`src/cpr_pkg.sv`:
```
// Shared constants and types for the control page responder.
package cpr_pkg;

	// Operation codes of an incoming request.
	localparam logic OP_RX_PAGE = 1'b0;
	localparam logic OP_TX_SLOT = 1'b1;

	// Page numbers.
	localparam logic [7:0] PG_AVAIL   = 8'h02;
	localparam logic [7:0] PG_REQUEST = 8'h46;
	localparam logic [7:0] PG_STATUS  = 8'h47;
	localparam logic [7:0] PG_COMMAND = 8'h49;
	localparam logic [7:0] PG_MANUF   = 8'h50;
	localparam logic [7:0] PG_PRODUCT = 8'h51;

	// Transmit kinds.
	localparam logic [2:0] KIND_NONE    = 3'd0;
	localparam logic [2:0] KIND_AVAIL   = 3'd1;
	localparam logic [2:0] KIND_MANUF   = 3'd2;
	localparam logic [2:0] KIND_PRODUCT = 3'd3;
	localparam logic [2:0] KIND_STATUS  = 3'd4;

	// Slot counter values that are multiples of 130 and of 65 (not 130).
	localparam logic [7:0] SLOT_PRODUCT_A = 8'd0;
	localparam logic [7:0] SLOT_PRODUCT_B = 8'd130;
	localparam logic [7:0] SLOT_MANUF_A   = 8'd65;
	localparam logic [7:0] SLOT_MANUF_B   = 8'd195;

	// Reset values.
	localparam logic [7:0] CAPABILITY_RESET = 8'h10;
	localparam logic [7:0] NO_COMMAND       = 8'hFF;
	localparam logic [7:0] STATUS_PASS      = 8'h00;
	localparam logic [7:0] STATUS_UNINIT    = 8'hFF;

	// Queue control from the top level.
	typedef struct packed {
		logic       push;
		logic       pop;
		logic [7:0] wdata;
	} fifo_ctl_t;

	// Queue status toward the top level.
	typedef struct packed {
		logic       empty;
		logic [7:0] head;
	} fifo_stat_t;

endpackage

```
`src/cpr_if.sv`:
```
// Request and response channel interfaces of the control page responder.
interface cpr_in_if;
	logic        valid;
	logic        ready;
	logic        operation;
	logic [63:0] rx_payload;
	logic [7:0]  notify_flags;

	modport source (output valid, operation, rx_payload, notify_flags, input ready);
	modport sink (input valid, operation, rx_payload, notify_flags, output ready);
endinterface

interface cpr_out_if;
	logic        valid;
	logic        ready;
	logic [2:0]  tx_kind;
	logic [63:0] tx_payload;
	logic        cmd_valid;
	logic [7:0]  cmd_sequence;
	logic [7:0]  cmd_code;
	logic [15:0] remote_serial;

	modport source (output valid, tx_kind, tx_payload, cmd_valid, cmd_sequence, cmd_code,
		remote_serial, input ready);
	modport sink (input valid, tx_kind, tx_payload, cmd_valid, cmd_sequence, cmd_code,
		remote_serial, output ready);
endinterface

```
`src/control_page_responder.sv`:
```
// Top level of the control page responder.
// A request moves on from the input register when the response register is free.
// Throughput: one request per cycle; the input register and the response register
// both advance whenever the response is taken or the response register is empty.
// Reset: arst_n empties the queue and clears the slot counter and valid flags at once;
// the command record resets to no command and the capability register to 0x10.
module control_page_responder
	import cpr_pkg::*;
#(
	parameter int QUEUE_DEPTH = 4
) (
	input  logic            clk,
	input  logic            arst_n,
	input  logic            cfg_we,
	input  logic [7:0]      cfg_wdata,
	cpr_in_if.sink          req_in,
	cpr_out_if.source       rsp_out
);

	logic        valid_s1;
	logic        op_s1;
	logic [63:0] rx_s1;
	logic [7:0]  notify_s1;

	logic [7:0]  capability_q;
	logic [7:0]  slot_cnt_q;
	logic [7:0]  last_cmd_q;
	logic [7:0]  last_seq_q;
	logic        status_pass_q;

	logic        out_valid_q;
	logic [2:0]  kind_q;
	logic [63:0] payload_q;
	logic        cmd_valid_q;
	logic [7:0]  cmd_seq_q;
	logic [7:0]  cmd_code_q;
	logic [15:0] serial_q;

	fifo_ctl_t   fifo_ctl;
	fifo_stat_t  fifo_stat;

	logic        out_free;
	logic        fire_s1;
	logic        is_rx;
	logic        is_new_cmd;
	logic        head_known;
	logic        sent_req;
	logic [7:0]  slot_next;
	logic [7:0]  status_byte;
	logic [2:0]  kind_d;
	logic [63:0] payload_d;

	// Both registers move when the output is free; the input register also when empty.
	assign out_free     = !out_valid_q || rsp_out.ready;
	assign fire_s1      = valid_s1 && out_free;
	assign req_in.ready = !valid_s1 || fire_s1;

	// Input register.
	always_ff @(posedge clk or negedge arst_n) begin
		if (!arst_n) begin
			valid_s1 <= 1'b0;
		end else if (req_in.ready) begin
			valid_s1 <= req_in.valid;
		end
	end

	always_ff @(posedge clk) begin
		if (req_in.ready && req_in.valid) begin
			op_s1     <= req_in.operation;
			rx_s1     <= req_in.rx_payload;
			notify_s1 <= req_in.notify_flags;
		end
	end

	// Capability register.
	always_ff @(posedge clk or negedge arst_n) begin
		if (!arst_n) begin
			capability_q <= CAPABILITY_RESET;
		end else if (cfg_we) begin
			capability_q <= cfg_wdata;
		end
	end

	// Decode of the request in the input register.
	assign is_rx      = (op_s1 == OP_RX_PAGE);
	assign is_new_cmd = is_rx && (rx_s1[7:0] == PG_COMMAND) && (rx_s1[47:40] != last_seq_q);
	assign head_known = (fifo_stat.head == PG_MANUF) || (fifo_stat.head == PG_PRODUCT) ||
		(fifo_stat.head == PG_STATUS);
	assign sent_req   = !fifo_stat.empty && head_known;
	assign slot_next  = slot_cnt_q + 8'd1;
	assign status_byte = status_pass_q ? STATUS_PASS : STATUS_UNINIT;

	// Queue control.
	assign fifo_ctl.push  = fire_s1 && is_rx && (rx_s1[7:0] == PG_REQUEST);
	assign fifo_ctl.pop   = fire_s1 && !is_rx;
	assign fifo_ctl.wdata = rx_s1[55:48];

	cpr_req_fifo #(
		.DEPTH(QUEUE_DEPTH)
	) u_req_fifo (
		.clk   (clk),
		.arst_n(arst_n),
		.ctl   (fifo_ctl),
		.stat  (fifo_stat)
	);

	// Page selection for a transmit slot.
	always_comb begin
		kind_d    = KIND_NONE;
		payload_d = '0;
		if (!is_rx) begin
			if (sent_req) begin
				case (fifo_stat.head)
					PG_MANUF:   kind_d = KIND_MANUF;
					PG_PRODUCT: kind_d = KIND_PRODUCT;
					default: begin
						kind_d    = KIND_STATUS;
						payload_d = {32'd0, status_byte, last_seq_q, last_cmd_q, PG_STATUS};
					end
				endcase
			end else if ((slot_next == SLOT_PRODUCT_A) || (slot_next == SLOT_PRODUCT_B)) begin
				kind_d = KIND_PRODUCT;
			end else if ((slot_next == SLOT_MANUF_A) || (slot_next == SLOT_MANUF_B)) begin
				kind_d = KIND_MANUF;
			end else begin
				kind_d    = KIND_AVAIL;
				payload_d = {capability_q, 40'd0, notify_s1, PG_AVAIL};
			end
		end
	end

	// Slot counter and command record.
	always_ff @(posedge clk or negedge arst_n) begin
		if (!arst_n) begin
			slot_cnt_q    <= '0;
			last_cmd_q    <= NO_COMMAND;
			last_seq_q    <= NO_COMMAND;
			status_pass_q <= 1'b0;
		end else if (fire_s1) begin
			if (!is_rx && !sent_req) begin
				slot_cnt_q <= slot_next;
			end
			if (is_new_cmd) begin
				last_cmd_q    <= rx_s1[55:48];
				last_seq_q    <= rx_s1[47:40];
				status_pass_q <= 1'b1;
			end
		end
	end

	// Response register.
	always_ff @(posedge clk or negedge arst_n) begin
		if (!arst_n) begin
			out_valid_q <= 1'b0;
		end else if (out_free) begin
			out_valid_q <= valid_s1;
		end
	end

	always_ff @(posedge clk) begin
		if (fire_s1) begin
			kind_q      <= kind_d;
			payload_q   <= payload_d;
			cmd_valid_q <= is_new_cmd;
			cmd_seq_q   <= is_new_cmd ? rx_s1[47:40] : 8'd0;
			cmd_code_q  <= is_new_cmd ? rx_s1[55:48] : 8'd0;
			serial_q    <= is_new_cmd ? rx_s1[23:8] : 16'd0;
		end
	end

	assign rsp_out.valid         = out_valid_q;
	assign rsp_out.tx_kind       = kind_q;
	assign rsp_out.tx_payload    = payload_q;
	assign rsp_out.cmd_valid     = cmd_valid_q;
	assign rsp_out.cmd_sequence  = cmd_seq_q;
	assign rsp_out.cmd_code      = cmd_code_q;
	assign rsp_out.remote_serial = serial_q;

endmodule

```
`src/cpr_req_fifo.sv`:
```
// Page request queue with a registered head entry.
module cpr_req_fifo
	import cpr_pkg::*;
#(
	parameter int DEPTH = 4
) (
	input  logic       clk,
	input  logic       arst_n,
	input  fifo_ctl_t  ctl,
	output fifo_stat_t stat
);

	localparam int PTR_W = (DEPTH > 1) ? $clog2(DEPTH) : 1;
	localparam int CNT_W = $clog2(DEPTH + 1);
	localparam logic [PTR_W-1:0] LAST_IDX = PTR_W'(DEPTH - 1);
	localparam logic [CNT_W-1:0] FULL_CNT = CNT_W'(DEPTH);

	logic [7:0]       mem [DEPTH];
	logic [PTR_W-1:0] rd_ptr_q;
	logic [PTR_W-1:0] wr_ptr_q;
	logic [CNT_W-1:0] count_q;
	logic [7:0]       head_q;
	logic [PTR_W-1:0] rd_ptr_next;
	logic [PTR_W-1:0] wr_ptr_next;
	logic             do_push;
	logic             do_pop;

	// A push into a full queue is dropped; a pop from an empty one does nothing.
	assign do_push = ctl.push && (count_q != FULL_CNT);
	assign do_pop  = ctl.pop && (count_q != '0);

	assign rd_ptr_next = do_pop ? ((rd_ptr_q == LAST_IDX) ? '0 : rd_ptr_q + 1'b1) : rd_ptr_q;
	assign wr_ptr_next = do_push ? ((wr_ptr_q == LAST_IDX) ? '0 : wr_ptr_q + 1'b1) : wr_ptr_q;

	// Pointers and fill count.
	always_ff @(posedge clk or negedge arst_n) begin
		if (!arst_n) begin
			rd_ptr_q <= '0;
			wr_ptr_q <= '0;
			count_q  <= '0;
		end else begin
			rd_ptr_q <= rd_ptr_next;
			wr_ptr_q <= wr_ptr_next;
			if (do_push && !do_pop) begin
				count_q <= count_q + 1'b1;
			end else if (do_pop && !do_push) begin
				count_q <= count_q - 1'b1;
			end
		end
	end

	// Storage write.
	always_ff @(posedge clk) begin
		if (do_push) begin
			mem[wr_ptr_q] <= ctl.wdata;
		end
	end

	// Registered head read; a write to the next head address bypasses the array.
	always_ff @(posedge clk) begin
		if (do_push && (wr_ptr_q == rd_ptr_next)) begin
			head_q <= ctl.wdata;
		end else begin
			head_q <= mem[rd_ptr_next];
		end
	end

	assign stat.empty = (count_q == '0);
	assign stat.head  = head_q;

endmodule

```
`src/flat_wrapper.sv`:
```
// flat-port wrapper written by rule: the top's interface ports become plain ports
module control_page_responder_flat import cpr_pkg::*;
#(
	parameter int QUEUE_DEPTH = 4
)
  (clk, arst_n, cfg_we, cfg_wdata, req_in_valid, req_in_operation, req_in_rx_payload, req_in_notify_flags, req_in_ready, rsp_out_valid, rsp_out_tx_kind, rsp_out_tx_payload, rsp_out_cmd_valid, rsp_out_cmd_sequence, rsp_out_cmd_code, rsp_out_remote_serial, rsp_out_ready);
  cpr_in_if req_in_i ();
  cpr_out_if rsp_out_i ();
  input  logic clk;
  input  logic arst_n;
  input  logic cfg_we;
  input  logic [7:0] cfg_wdata;
  input wire logic [$bits(req_in_i.valid)-1:0] req_in_valid;
  input wire logic [$bits(req_in_i.operation)-1:0] req_in_operation;
  input wire logic [$bits(req_in_i.rx_payload)-1:0] req_in_rx_payload;
  input wire logic [$bits(req_in_i.notify_flags)-1:0] req_in_notify_flags;
  output wire logic [$bits(req_in_i.ready)-1:0] req_in_ready;
  output wire logic [$bits(rsp_out_i.valid)-1:0] rsp_out_valid;
  output wire logic [$bits(rsp_out_i.tx_kind)-1:0] rsp_out_tx_kind;
  output wire logic [$bits(rsp_out_i.tx_payload)-1:0] rsp_out_tx_payload;
  output wire logic [$bits(rsp_out_i.cmd_valid)-1:0] rsp_out_cmd_valid;
  output wire logic [$bits(rsp_out_i.cmd_sequence)-1:0] rsp_out_cmd_sequence;
  output wire logic [$bits(rsp_out_i.cmd_code)-1:0] rsp_out_cmd_code;
  output wire logic [$bits(rsp_out_i.remote_serial)-1:0] rsp_out_remote_serial;
  input wire logic [$bits(rsp_out_i.ready)-1:0] rsp_out_ready;
  assign req_in_i.valid = req_in_valid;
  assign req_in_i.operation = req_in_operation;
  assign req_in_i.rx_payload = req_in_rx_payload;
  assign req_in_i.notify_flags = req_in_notify_flags;
  assign req_in_ready = req_in_i.ready;
  assign rsp_out_valid = rsp_out_i.valid;
  assign rsp_out_tx_kind = rsp_out_i.tx_kind;
  assign rsp_out_tx_payload = rsp_out_i.tx_payload;
  assign rsp_out_cmd_valid = rsp_out_i.cmd_valid;
  assign rsp_out_cmd_sequence = rsp_out_i.cmd_sequence;
  assign rsp_out_cmd_code = rsp_out_i.cmd_code;
  assign rsp_out_remote_serial = rsp_out_i.remote_serial;
  assign rsp_out_i.ready = rsp_out_ready;
  control_page_responder #(.QUEUE_DEPTH(QUEUE_DEPTH)) u_core (.clk(clk), .arst_n(arst_n), .cfg_we(cfg_we), .cfg_wdata(cfg_wdata), .req_in(req_in_i), .rsp_out(rsp_out_i));
endmodule
```
`config.mk`:
```
export PLATFORM = sky130hd
export DESIGN_NAME = control_page_responder_flat
export DESIGN_NICKNAME = d
export VERILOG_FILES = /design/src/cpr_pkg.sv /design/src/cpr_if.sv /design/src/control_page_responder.sv /design/src/cpr_req_fifo.sv /design/src/flat_wrapper.sv
export SDC_FILE = /design/constraint.sdc
export NUM_CORES = 1
export LEC_CHECK = 0
export ABC_AREA = 1
export ABC_CLOCK_PERIOD_IN_PS = 2460
export BUFFER_PORTS_ARGS = -buffer_cell sky130_fd_sc_hd__buf_2
export CAP_MARGIN = 40
export CORE_UTILIZATION = 45
export CTS_BUF_LIST = sky130_fd_sc_hd__clkbuf_4 sky130_fd_sc_hd__clkbuf_8
export DETAILED_ROUTE_END_ITERATION = 8
export PLACE_DENSITY = 0.69
export SLEW_MARGIN = 30
export SYNTH_ARGS = -nofsm -noshare
export SYNTH_HDL_FRONTEND = slang
export SYNTH_SLANG_ARGS = --single-unit
```
`constraint.sdc`:
```
create_clock -name clk -period 2.46 [get_ports clk]
set_clock_uncertainty 0.05 [all_clocks]
set_input_delay 0.369 -clock clk [delete_from_list [all_inputs] [get_ports clk]]
set_output_delay 0.369 -clock clk [all_outputs]
set_load 0.01 [all_outputs]
```
==> flow_metrics.env <==
export IMPL_die_w_um=134
export IMPL_reg2reg_from="u_core.rx_s1[4]"
export IMPL_grtUsageTotal_pct=18.0
export IMPL_numClockSinks=187
export IMPL_synthCells=672
export IMPL_fin_crit_ps=2190
export IMPL_slew_violations=0
export IMPL_synth_area_top_cells="edfxtp_1 (55%), dfrtp_1 (8.0%), nand2_1 (7.2%), dfstp_2 (5.7%), buf_4 (3.7%)"
export IMPL_max_stage_delay_ps=380
export IMPL_final_net_count=924
export IMPL_dieArea_um2=18000
export IMPL_finalSetupViolations=0
export IMPL_fin_crit_sh_pct=88.9
export IMPL_fp_row_count=47
export IMPL_crit_type="reg -> reg"
export IMPL_cp_data_arrival_time_ps=2490
export IMPL_crit_slowest_cell="edfxtp_1"
export IMPL_synth_top_area_share_pct=54.7
export IMPL_drc=0
export IMPL_synth_area_um2=7860
export IMPL_use_met1_pct=22.2
export IMPL_cp_end_kind="flop"
export IMPL_worstHoldPathCells=1
export IMPL_numPortBuffers=135
export IMPL_tns_ps=0
export IMPL_post_synth_top_count_cell="nand2_1"
export IMPL_hold_viol=0
export IMPL_grt_max_degree=61
export IMPL_async_flop_share_pct=22.5
export IMPL_place_area_um2=8700
export IMPL_die_h_um=134
export IMPL_synth_cell_types=40
export IMPL_yosys_warnings=0
export IMPL_routed_wl_um=15400
export IMPL_min_from="req_in_rx_payload[47]"
export IMPL_initial_core_util_pct=46.7
export IMPL_viasPerCell=4.63
export IMPL_timing_rr_end="u_core.u_req_fifo.count_q[2]"
export IMPL_final_area_um2=9260
export IMPL_h_tree_depth=4
export IMPL_met3_usage_pct=7.22
export IMPL_crit_fanout=3
export IMPL_hold_path_endpoint="u_core.rx_s1[47]"
export IMPL_first_pass_iters=4
export IMPL_top_usage_layer="met2"
export IMPL_first_iter_violations=327
export IMPL_status="completed"
export IMPL_coreArea_um2=16800
export IMPL_path_delay_family="adder cells"
export IMPL_wl_per_cell_um=14.5
export IMPL_hold_path_class="in -> reg"
export IMPL_powerDensity_nw_per_um2=824
export IMPL_fmax_mhz=457
export IMPL_seq_area_frac_synth_pct=68.8
export IMPL_num_vias=4908
export IMPL_rrSetupSlack_ps=270
export IMPL_grt_use_met2_pct=29.6
export IMPL_synth_avg_cell_area_um2=11.7
export IMPL_rsz0062_at_grt="false"
export IMPL_grt_ovfl_total=0
export IMPL_drive_above_1_share_pct=28.9
export IMPL_clk_latency_ps=460
export IMPL_clkTransAtPathRegs_ps=100
export IMPL_synth_seq_cells=187
export IMPL_pre_cts_slack_ps=218
export IMPL_cts_tree="done"
export IMPL_critPathRequiredTime_ps=2760
export IMPL_post_dp_hpwl_um=10500
export IMPL_cap_viol_max_count=0
export IMPL_worst_pin_slew_ps=523
export IMPL_grt_pass1_wl_um=24400
export IMPL_grt_pass1_vias=4873
export IMPL_io_pins=188
export IMPL_vdd_drop_max_mv=0.561
export IMPL_rr_worst_depth=10
export IMPL_synth_edf_count=143
export IMPL_synth_area_leader_cell="edfxtp_1"
export IMPL_ctsRootBufferMaster="clkbuf_8"
export IMPL_detail_route_antenna_nets=0
export IMPL_path_buf_inv=1
export IMPL_start_kind="flop"
export IMPL_synthTopCellsByCount="nand2_1 (151), edfxtp_1 (143), inv_1 (78)"
export IMPL_setup_ws_ps=274
export IMPL_cts_buffers=17
export IMPL_ys_flop_type="edfxtp_1"
export IMPL_area_growth_pct=17.9
export IMPL_relSlewSlack_pct=65.2
export IMPL_postCtsSetupRepairBufs=0
export IMPL_globalplace_congestion=0.797
export IMPL_clockBufferDepth=2
export IMPL_antenna_found_initial=2
export IMPL_crit_chain="nor2_1 > nand3b_1 > a31o_2 > nor3_2 > ha_1 > inv_1 > fa_1 > a21oi_1 > o21ai_0 > xnor2_1"
export IMPL_leakage_uw=0.00418
flip-flops by register name, indices dropped and copies added, names as in the netlist, 2 cells and up, named ones only:
| register | cells |
|---|---|
| u_core.rx_s1 | 40 |
| u_core.u_req_fifo.mem | 32 |
| u_core.rsp_out.tx_payload | 27 |
| u_core.rsp_out.remote_serial | 16 |
| u_core.capability_q | 8 |
| u_core.last_cmd_q | 8 |
| u_core.last_seq_q | 8 |
| u_core.notify_s1 | 8 |
| u_core.rsp_out.cmd_code | 8 |
| u_core.rsp_out.cmd_sequence | 8 |
| u_core.slot_cnt_q | 8 |
| u_core.u_req_fifo.count_q | 3 |
| u_core.rsp_out.tx_kind | 2 |
| u_core.u_req_fifo.rd_ptr_q | 2 |
| u_core.u_req_fifo.wr_ptr_q | 2 |
stage by stage:
| stage | hold WS (ps) | power, uW | utilization (%) | instances |
|---|---|---|---|---|
| 2_1_floorplan | 23.4 | 5050 | - | 699 |
| 3_3_place_gp | 412 | 5400 | 51.6 | 1017 |
| 3_5_place_dp | 315 | 5440 | 51.7 | 1018 |
| 4_1_cts | 1.97 | 7700 | 54.5 | 1051 |
| 5_1_grt | 0.124 | 8050 | 55.1 | 1060 |
| 6_report | 27.5 | 7640 | 55.1 | 1061 |
layout by cell type, fill, tap and decap left out, types with 3 or more instances in the layout:
cell / instances
dlygate4sd3_1: 10
nor2_2: 13
dfstp_2: 17
inv_2: 3
nand3_1: 25
clkinvlp_4: 3
nand3b_1: 5
inv_1: 76
dfrtp_1: 25
conb_1: 28
inv_6: 5
buf_2: 135
o21ai_2: 3
buf_4: 13
o21ai_0: 27
bufinv_16: 4
ha_1: 10
xnor2_1: 4
nand2_1: 151
buf_12: 3
nand2_2: 11
a21oi_1: 7
nand4_1: 10
clkbuf_8: 17
nor2_1: 62
edfxtp_1: 143
xor2_1: 3
worst register-to-register path: stages, from the launching register on:
cell,delay [ps]
edfxtp_1,380
nor2_1,100
nand3b_1,150
a31o_2,260
nor3_2,150
ha_1,180
inv_1,70
fa_1,370
a21oi_1,140
o21ai_0,110
xnor2_1,130
cells by family after synthesis:
family                     share of synthesized area (%)
and+or+nand+nor                                     16.4
DFF                                                 68.8
buffers and inverters                               9.06
AOI/OAI and AO/OA                                   2.93
adders and majority gates                           1.85
xor gates and xnor gates                           0.780
other                                             0.0477
muxes                                              0.143
area by class of cell:
type                    count  area (um^2)
clock inverters            14          210
fillers                  1461         7560
multi-input cells         377         1840
flip-flops and latches    187         5410
inverters                  82          322
diodes                      1         2.50
repair buffers            162          961
clock buffers              18          241
well taps                 220          275
repair_timing:
item / CTS / global route
hold buffers: 1 / 9
endpoints found under the hold margin: 8 / 9
setup endpoints to repair: 0 / 1
gates resized for setup: 0 / 1
metal layers:
layer | vias to the layer above | share of wire, %
met1 | 2282 | 42
met5 | - | 0.085
li1 | 2443 | -
met4 | 2 | 1.0
met2 | 167 | 48
met3 | 14 | 8.7
power by group:
group / switching [uW] / internal, uW / leakage [uW]
registers: 211 / 3780 / 0.00188
logic: 889 / 494 / 0.00208
clock network: 1120 / 1140 / 0.000220
how the worst max path moves through the flow:
| stage | startpoint | to | slack [ps] | cells past startpoint |
|---|---|---|---|---|
| 6_report | u_core.rx_s1[4] | u_core.u_req_fifo.count_q[2] | 270 | 10 |
| 4_1_cts | u_core.rx_s1[4] | u_core.u_req_fifo.count_q[2] | 190 | 10 |
| 2_1_floorplan | rsp_out_ready | u_core.rsp_out.cmd_code[0] | 170 | 5 |
| 3_3_place_gp | u_core.rx_s1[5] | u_core.u_req_fifo.count_q[2] | 250 | 10 |
| 3_5_place_dp | u_core.rx_s1[4] | u_core.u_req_fifo.count_q[2] | 220 | 10 |
| 5_1_grt | u_core.rx_s1[5] | u_core.u_req_fifo.count_q[2] | 30 | 10 |
Power figures use the tool's default switching activity.
